==> src/hw/rtl/bnfa_pkg.sv <==
// ----------------------------------------------------------------------------
// bnfa_pkg: shared types and constants
// Field widths, status codes, register indexes and the controller/datapath
// command and status bundles of the next-fit block allocator.
// ----------------------------------------------------------------------------
package bnfa_pkg;

    localparam int DEF_NUM_BLOCKS  = 4096;
    localparam int DEF_BLOCK_BYTES = 256;

    localparam int SIZE_W     = 21;     // byte_size, granted_bytes
    localparam int OFFS_W     = 20;     // byte_offset, granted_offset
    localparam int DIV_W      = 22;     // byte_size plus rounding term
    localparam int BC_W       = 13;     // block_count register
    localparam int FB_W       = 12;     // first_block register
    localparam int CFG_DATA_W = 13;
    localparam int CFG_IDX_W  = 1;
    localparam int WORD_BITS  = 8;      // map bits per RAM word
    localparam int WB_LOG     = 3;

    localparam logic [BC_W-1:0] BC_RESET = BC_W'(4096);
    localparam logic [SIZE_W-1:0] BYTES_MAX = {SIZE_W{1'b1}};

    typedef enum logic [1:0] {
        ST_OK       = 2'd0,
        ST_NO_SPACE = 2'd1,
        ST_ZERO     = 2'd2,
        ST_BAD_FREE = 2'd3
    } t_status;

    typedef enum logic {
        ACT_ALLOC = 1'b0,
        ACT_FREE  = 1'b1
    } t_action;

    typedef enum logic [CFG_IDX_W-1:0] {
        CFG_BLOCK_COUNT = 1'b0,
        CFG_FIRST_BLOCK = 1'b1
    } t_cfg_idx;

    // controller -> datapath
    typedef struct packed {
        logic clr;      // clearing pass step
        logic load;     // latch request, start dividers
        logic decide;   // classify request
        logic restart;  // second search pass from first_block
        logic fail;     // search exhausted
        logic eval;     // evaluate one map word
        logic mwrite;   // write back one modified word
        logic finish;   // load result register
    } t_dp_cmd;

    // datapath -> controller
    typedef struct packed {
        logic clr_last;
        logic div_done;
        logic go_search;
        logic go_modify;
        logic past_end;
        logic pass2;
        logic found;
        logic m_last;
    } t_dp_sts;

endpackage

==> src/hw/rtl/bnfa_ctrl.sv <==
// ----------------------------------------------------------------------------
// bnfa_ctrl: allocator controller
// Sequences clearing, division, search, map update and result hand-off.
// ----------------------------------------------------------------------------
module bnfa_ctrl (
    input  logic               i_clk,
    input  logic               i_rst_n,
    input  logic               i_in_valid,
    output logic               o_in_ready,
    output logic               o_out_valid,
    input  logic               i_out_ready,
    output bnfa_pkg::t_dp_cmd  o_cmd,
    input  bnfa_pkg::t_dp_sts  i_sts
);
    import bnfa_pkg::*;

    typedef enum logic [3:0] {
        S_CLEAR, S_IDLE, S_DIVIDE, S_DECIDE, S_SREAD, S_SEVAL,
        S_MREAD, S_MWRITE, S_FINISH
    } t_state;

    t_state r_state, n_state;
    logic   r_out_valid, n_out_valid;

    assign o_in_ready  = (r_state == S_IDLE) && (!r_out_valid || i_out_ready);
    assign o_out_valid = r_out_valid;

    always_comb begin
        n_state     = r_state;
        n_out_valid = r_out_valid && !i_out_ready;
        o_cmd       = '0;
        case (r_state)
            S_CLEAR: begin
                o_cmd.clr = 1'b1;
                if (i_sts.clr_last) n_state = S_IDLE;
            end
            S_IDLE: begin
                if (i_in_valid && o_in_ready) begin
                    o_cmd.load = 1'b1;
                    n_state    = S_DIVIDE;
                end
            end
            S_DIVIDE: begin
                if (i_sts.div_done) n_state = S_DECIDE;
            end
            S_DECIDE: begin
                o_cmd.decide = 1'b1;
                if (i_sts.go_search)      n_state = S_SREAD;
                else if (i_sts.go_modify) n_state = S_MREAD;
                else                      n_state = S_FINISH;
            end
            S_SREAD: begin
                if (i_sts.past_end) begin
                    if (i_sts.pass2) begin
                        o_cmd.fail = 1'b1;
                        n_state    = S_FINISH;
                    end else begin
                        o_cmd.restart = 1'b1;
                    end
                end else begin
                    n_state = S_SEVAL;
                end
            end
            S_SEVAL: begin
                o_cmd.eval = 1'b1;
                n_state    = i_sts.found ? S_MREAD : S_SREAD;
            end
            S_MREAD: begin
                n_state = S_MWRITE;
            end
            S_MWRITE: begin
                o_cmd.mwrite = 1'b1;
                n_state      = i_sts.m_last ? S_FINISH : S_MREAD;
            end
            S_FINISH: begin
                o_cmd.finish = 1'b1;
                n_out_valid  = 1'b1;
                n_state      = S_IDLE;
            end
            default: begin
                n_state = S_IDLE;
            end
        endcase
    end

    always_ff @(posedge i_clk) begin
        if (!i_rst_n) begin
            r_state     <= S_CLEAR;
            r_out_valid <= 1'b0;
        end else begin
            r_state     <= n_state;
            r_out_valid <= n_out_valid;
        end
    end
endmodule

==> config.mk <==
export PLATFORM = sky130hd
export DESIGN_NAME = bnfa_ctrl
export DESIGN_NICKNAME = d
export VERILOG_FILES = /design/src/hw/rtl/bnfa_pkg.sv /design/src/hw/rtl/bnfa_ctrl.sv
export SDC_FILE = /design/constraint.sdc
export NUM_CORES = 1
export LEC_CHECK = 0
export ABC_CLOCK_PERIOD_IN_PS = 1130
export CAP_MARGIN = 10
export CORE_AREA = 5 5 42 44
export CTS_BUF_LIST = sky130_fd_sc_hd__clkbuf_4
export CTS_CLUSTER_DIAMETER = 30
export DETAILED_ROUTE_END_ITERATION = 16
export DIE_AREA = 0 0 47 49
export DONT_BUFFER_PORTS = 1
export PLACE_DENSITY = 0.58
export SYNTH_ARGS = -nofsm -noshare
export SYNTH_HDL_FRONTEND = slang
export SYNTH_SLANG_ARGS = --single-unit
==> constraint.sdc <==
create_clock -name i_clk -period 1.13 [get_ports i_clk]
set_input_delay 0.1695 -clock i_clk [delete_from_list [all_inputs] [get_ports i_clk]]
set_output_delay 0.1695 -clock i_clk [all_outputs]
set_load 0.02 [all_outputs]
==> results of run 1 <==
-- sequential cells by signal, summed over array words and instances (netlist names) --
register,cells
r_state,4
o_out_valid,1
-- placed cells by master (no fill, tap or decap) --
| cell type | count |
|---|---|
| nand3b_1 | 1 |
| inv_4 | 1 |
| a21oi_4 | 1 |
| clkbuf_4 | 4 |
| nor2b_1 | 1 |
| o21a_1 | 1 |
| o221ai_1 | 1 |
| buf_12 | 1 |
| a21boi_1 | 1 |
| dfxtp_2 | 4 |
| mux2_2 | 1 |
| nor2_1 | 4 |
| or4_4 | 1 |
| nor3_2 | 2 |
| nor4b_1 | 1 |
| nand2b_1 | 3 |
| a41oi_1 | 1 |
| a21boi_0 | 1 |
| nand3_2 | 1 |
| o31ai_1 | 1 |
| nor4_4 | 2 |
| nor4_1 | 1 |
| nor2_4 | 2 |
| buf_4 | 20 |
| a31oi_1 | 2 |
| nor3_1 | 2 |
| inv_1 | 2 |
| nor2_2 | 1 |
| buf_6 | 6 |
| nand2_1 | 5 |
| mux2i_1 | 1 |
| a21oi_1 | 1 |
| dfxtp_1 | 1 |
| or4b_4 | 1 |
| a32oi_1 | 2 |
| nor4b_4 | 2 |
-- how the worst max path moves through the flow --
| stage | to | slack [ns] | cells past startpoint |
|---|---|---|---|
| floorplan | r_state[0] | -0.12 | 4 |
| global placement | r_state[1] | -0.14 | 4 |
| detailed placement | r_state[1] | -0.17 | 3 |
| CTS | o_cmd[6] | -0.38 | 2 |
| global route | o_cmd[4] | -0.43 | 3 |
| finish | o_cmd[6] | -0.37 | 2 |
-- metrics by stage --
stage / power, mW / setup TNS (ns) / util (%)
floorplan: 0.4032 / -0.9700 / -
global placement: 0.5162 / -1.260 / 48.39
detailed placement: 0.5176 / -1.473 / 48.39
CTS: 0.8003 / -3.939 / 54.73
global route: 0.8595 / -4.724 / 56.52
finish: 0.8042 / -3.668 / 56.52
-- metal layers --
metal / share of wire [%] / GRT usage [%] / vias to the layer above
met5: 0 / 0 / -
met4: 0 / 5.530 / 0
met3: 5.2 / 5.904 / 0
met2: 50 / 18.55 / 11
met1: 45 / 16.89 / 248
li1: - / - / 264
-- worst register-to-register path, cell delays in order (launching register included) --
cell and delay, ns:
dfxtp_2 0.33, nand3b_1 0.18, or4_4 0.46, buf_4 0.17, nand3_2 0.09, o31ai_1 0.08
-- layout make-up --
cell class / count / share of cell area [%]
Clock buffer: 4 / 3.791
Inverter: 3 / 1.738
Tap cell: 16 / 2.528
Sequential cell: 5 / 13.27
Multi-Input combinational cell: 44 / 48.66
Timing Repair Buffer: 27 / 30.02
-- logic make-up after synthesis --
family          share of synthesized area, %
mux                                    4.985
simple gates                           42.23
buf+inv                                7.917
flops                                  23.46
compound gates                         21.41
-- power by group through the flow --
| stage | Clock, mW | Combinational [mW] | Sequential [mW] |
|---|---|---|---|
| detailed placement | 0 | 0.313 | 0.204 |
| global placement | 0 | 0.311 | 0.205 |
| CTS | 0.243 | 0.352 | 0.205 |
| finish | 0.236 | 0.363 | 0.205 |
| global route | 0.263 | 0.389 | 0.208 |
| floorplan | 0 | 0.200 | 0.203 |
-- repair_timing --
action / CTS / global route
pin swaps: 4 / 2
gates resized for setup: 9 / 4
endpoints found under the setup margin: 13 / 13
setup buffers: 3 / 2
==> results.json, run 1 <==
{
  "status": "complete, but fails checks",
  "violations": "setup timing",
  "htreeDepth": 1,
  "core_um2": 1401,
  "setup_viol": 14,
  "start_util_pct": 30.45,
  "num_rows": 14,
  "placed_cell_area_um2": 678.2,
  "syn-cell-area_um2": 426.7,
  "path_max_fanout": 4,
  "io_buffers": 0,
  "multi_input_area_um2": 385.4,
  "antenna_found_initial": 0,
  "hold_slack_ns": 0.04058,
  "min_period_ns": 1.499,
  "finalMaxSlewViolations": 0,
  "hold_violations": 0,
  "grt_pass1_vias": 503,
  "cp-end-kind": "primary output",
  "min_path_cells": 1,
  "clock_latency_ns": 0.24,
  "power.share.switching_pct": 33.22,
  "num_antenna_cells": 0,
  "clock_skew_ns": 0.006230,
  "wl_per_cell_um": 13.52,
  "rr_startpoint": "r_state[0]",
  "worstMarginPinSlew_ns": 0.2729,
  "vdd_drop_max_mv": 0.8617,
  "vias": 523,
  "detail_route.wirelength_um": 1338,
  "r2r_setup_slack_ns": -0.29,
  "ys_seq_area_share_pct": 23.46,
  "pwr-share-clk_pct": 29.3,
  "synth_seq_cells": 5,
  "nFillCells": 121,
  "ys.warnings.count": 0,
  "drt_pass1_iterations": 4,
  "boundaryPins": 22,
  "cp-startpoint": "r_state[2]",
  "synth_nets": 68,
  "grt_max_degree": 11,
  "syn_inst": 56,
  "ys.flop_type": "dfxtp_1",
  "preCtsSetupSlack_ns": -0.1714,
  "p_comb_share_pct": 45.2,
  "critPathMaxStageDelay_ns": 0.59,
  "crit_arrival_ns": 1.33,
  "drive_gt1_share_pct": 60.24,
  "cts_made_buffers": 3,
  "fin_area_um2": 792.0,
  "grt_setup_unrepaired": "true",
  "r2r-end": "r_state[1]",
  "syn_area_per_cell_um2": 7.619,
  "gp_congestion": 0.8216,
  "synthTopCellsByCount": "nor2_1 (6), dfxtp_1 (5), nand2_1 (5), nor3_1 (4)",
  "yosys.cell_count.top_type": "nor2_1",
  "crit_path_top_delay_cell": "or4b_4",
  "final_nets": 96,
  "synthTopCellsByArea": "dfxtp_1 (23%), nor4b_1 (6.2%), nor2_1 (5.3%), nor3_1 (4.7%), nand2_1 (4.4%)",
  "synth_top_area_share_pct": 23.46,
  "path_class": "reg2out",
  "ff_latch_area_um2": 105.1,
  "critPathRequiredTime_ns": 0.96,
  "maxCapViolations": 0,
  "period_share_pct": 132.7,
  "synth-edff-count": 0,
  "hp-class": "in2reg",
  "dpl.hpwl_um": 1057,
  "dieHeight_um": 49,
  "postRouteAntennaNets": 0,
  "hold_path_end": "o_out_valid",
  "clk_pin_slew_worst_paths_ns": 0.05,
  "dpl.cell_count": 91,
  "yosysTopAreaCell": "dfxtp_1",
  "slew_headroom_pct": 81.55,
  "power_density_nw_per_um2": 1015,
  "crit_buf_inv": 0,
  "first_iter_violations": 11,
  "die-area_um2": 2303,
  "fin_cells": 99,
  "viasPerCell": 5.283,
  "p_int_mw": 0.5370,
  "layout_setup_ws_ns": -0.3693,
  "holdCritStartpoint": "i_rst_n",
  "switchingPower_mw": 0.2671,
  "grt_util_all_layers_pct": 13.16,
  "crit_chain": "or4b_4 > nor2_4",
  "area_delta_synth_final_pct": 85.63,
  "clockRootBuffer": "clkbuf_4",
  "worstSetupStartpointType": "flip-flop",
  "drc": 0,
  "reg2reg_depth": 5,
  "cts_tree": "built",
  "cts.sinks": 5,
  "grt_overflow": 0,
  "p_leak_nw": 0.3295,
  "clock_path_buffers": 2,
  "die_w_um": 47,
  "p_seq_share_pct": 25.5,
  "synth_cell_types": 28,
  "cp_top_family": "simple AND/OR/NAND/NOR gates",
  "grt_pass1_wl_um": 2249,
  "async_flop_share_pct": 0,
  "fmax_ghz": 0.6670,
  "hold_buffers": 0
}
Note: power is estimated with default switching activity, not from simulation.
==> inputs of run 2 (changes only) <==
Settings changed: RECOVER_POWER from default to 50.
==> run 2 against run 1 <==
  * Non-clock buffer count did not move
  * Highest routed layer unchanged
  * Cell count did not move
  * Sequential power barely moved
  * The flow still finishes with violations (setup timing)
  * Critical path depth did not move
  * Critical path type unchanged
  * Total power barely moved
  * Worst hold slack did not move
  * Register-to-register slack barely moved
  * Utilization fell by 0.27 points
  * Largest cell class unchanged
  * Fmax barely moved
==> results.json, run 2 (synthesized netlist as in run 1, its figures left out) <==
{
  "grt_pass1_vias": 503,
  "worstSetupStartpointType": "flip-flop",
  "drc": 0,
  "clock_path_buffers": 2,
  "final_nets": 96,
  "violations": "setup timing",
  "num_rows": 14,
  "clock_skew_ns": 0.006230,
  "cts.sinks": 5,
  "largest_reg_flops": 4,
  "reg2reg_depth": 5,
  "grt_util_all_layers_pct": 13.16,
  "hold_buffers": 0,
  "worstMarginPinSlew_ns": 0.2729,
  "path_class": "reg2out",
  "multi_input_area_um2": 385.4,
  "layout_setup_ws_ns": -0.3692,
  "die_w_um": 47,
  "grt_max_degree": 11,
  "hold_violations": 0,
  "drt_pass1_iterations": 4,
  "slew_headroom_pct": 81.55,
  "r2r-end": "r_state[1]",
  "area_delta_synth_final_pct": 84.75,
  "boundaryPins": 22,
  "postRouteAntennaNets": 0,
  "detail_route.wirelength_um": 1340,
  "cts_tree": "built",
  "period_share_pct": 132.7,
  "grt_setup_unrepaired": "true",
  "final.setup.tns_ns": -3.669,
  "rr_startpoint": "r_state[0]",
  "final_cell_mix": "buf_4 (19), buf_6 (6), nand2_1 (5)",
  "clockRootBuffer": "clkbuf_4",
  "num_antenna_cells": 0,
  "min_period_ns": 1.499,
  "grt_pass1_wl_um": 2249,
  "ff_latch_area_um2": 105.1,
  "crit_arrival_ns": 1.33,
  "final_common_cell": "buf_4",
  "io_buffers": 0,
  "status": "complete, but fails checks",
  "setup_viol": 14,
  "start_util_pct": 30.45,
  "vdd_drop_max_mv": 0.8617,
  "antenna_found_initial": 0,
  "maxCapViolations": 0,
  "htreeDepth": 1,
  "total_power_mw": 0.8041,
  "endpoint": "o_cmd[6]",
  "r2r_setup_slack_ns": -0.29,
  "path_max_fanout": 4,
  "clk_pin_slew_worst_paths_ns": 0.05,
  "wl_per_cell_um": 13.54,
  "die-area_um2": 2303,
  "largest_register": "r_state",
  "dpl.hpwl_um": 1057,
  "hp-class": "in2reg",
  "cp-startpoint": "r_state[2]",
  "grt_overflow": 0,
  "core_um2": 1401,
  "power_density_nw_per_um2": 1020,
  "vias": 523,
  "cp-end-kind": "primary output",
  "critPathRequiredTime_ns": 0.96,
  "nFillCells": 123,
  "viasPerCell": 5.283,
  "clock_latency_ns": 0.24,
  "fmax_ghz": 0.6670,
  "cts_made_buffers": 3,
  "gp_congestion": 0.8216,
  "dieHeight_um": 49,
  "drive_gt1_share_pct": 59.04,
  "finalMaxSlewViolations": 0,
  "first_iter_violations": 11,
  "p_leak_nw": 0.3252
}
==> run 2: cell types whose count changed in the layout (fill, tap and decap cells not counted) <==
cell      change
clkbuf_1      +1
buf_4         -1
==> run 2: what timing repair did <==
item | 4_1_cts | 5_1_grt
pin swaps | 4 | 2
resized for setup | 9 | 4
endpoints found under the setup margin | 13 | 13
setup buffers | 3 | 2
==> run 2: worst max-delay path, cell delays in order (launching register included) <==
cell and delay [ns]:
dfxtp_2 0.33, or4b_4 0.59, nor2_4 0.17
==> run 2: final cells by class <==
type                            instances  share of cell area [%]
Tap cell                               16                   2.540
Clock buffer                            4                   3.810
Sequential cell                         5                   13.33
Multi-Input combinational cell         44                   48.89
Timing Repair Buffer                   27                   29.68
Inverter                                3                   1.746
==> run 2: through the flow <==
step	cell area, um2	hold WS, ns	worst slack [ns]	utilization [%]	std cells
2_1_floorplan	495.5	0.2873	-0.1196	-	56
3_5_place_dp	678.2	0.2912	-0.1714	48.39	91
4_1_cts	767.0	0.03473	-0.3794	54.73	98
3_3_place_gp	678.2	0.2901	-0.1445	48.39	91
6_report	788.3	0.04058	-0.3692	56.25	99
5_1_grt	788.3	0.02798	-0.4262	56.25	99
==> run 2: power by group <==
group          switching, mW  internal (mW)
logic                  0.176          0.187
clock network         0.0778          0.158
registers             0.0135          0.192
==> run 2: layer usage <==
layer	routed length [um]	GRT usage (%)	up-vias
li1	-	-	264
met1	600	16.89	248
met2	669	18.55	11
met3	70	5.904	0
met4	0	5.530	0
met5	0	0	-
==> run 2: how the worst min path moves through the flow <==
stage / start / to / slack (ns) / cells after the start
2_1_floorplan: i_rst_n / o_out_valid / 0.29 / 1
3_3_place_gp: i_rst_n / o_out_valid / 0.29 / 1
4_1_cts: i_rst_n / o_out_valid / 0.03 / 1
3_5_place_dp: i_rst_n / o_out_valid / 0.29 / 1
6_report: i_rst_n / o_out_valid / 0.04 / 1
5_1_grt: i_rst_n / o_out_valid / 0.03 / 1
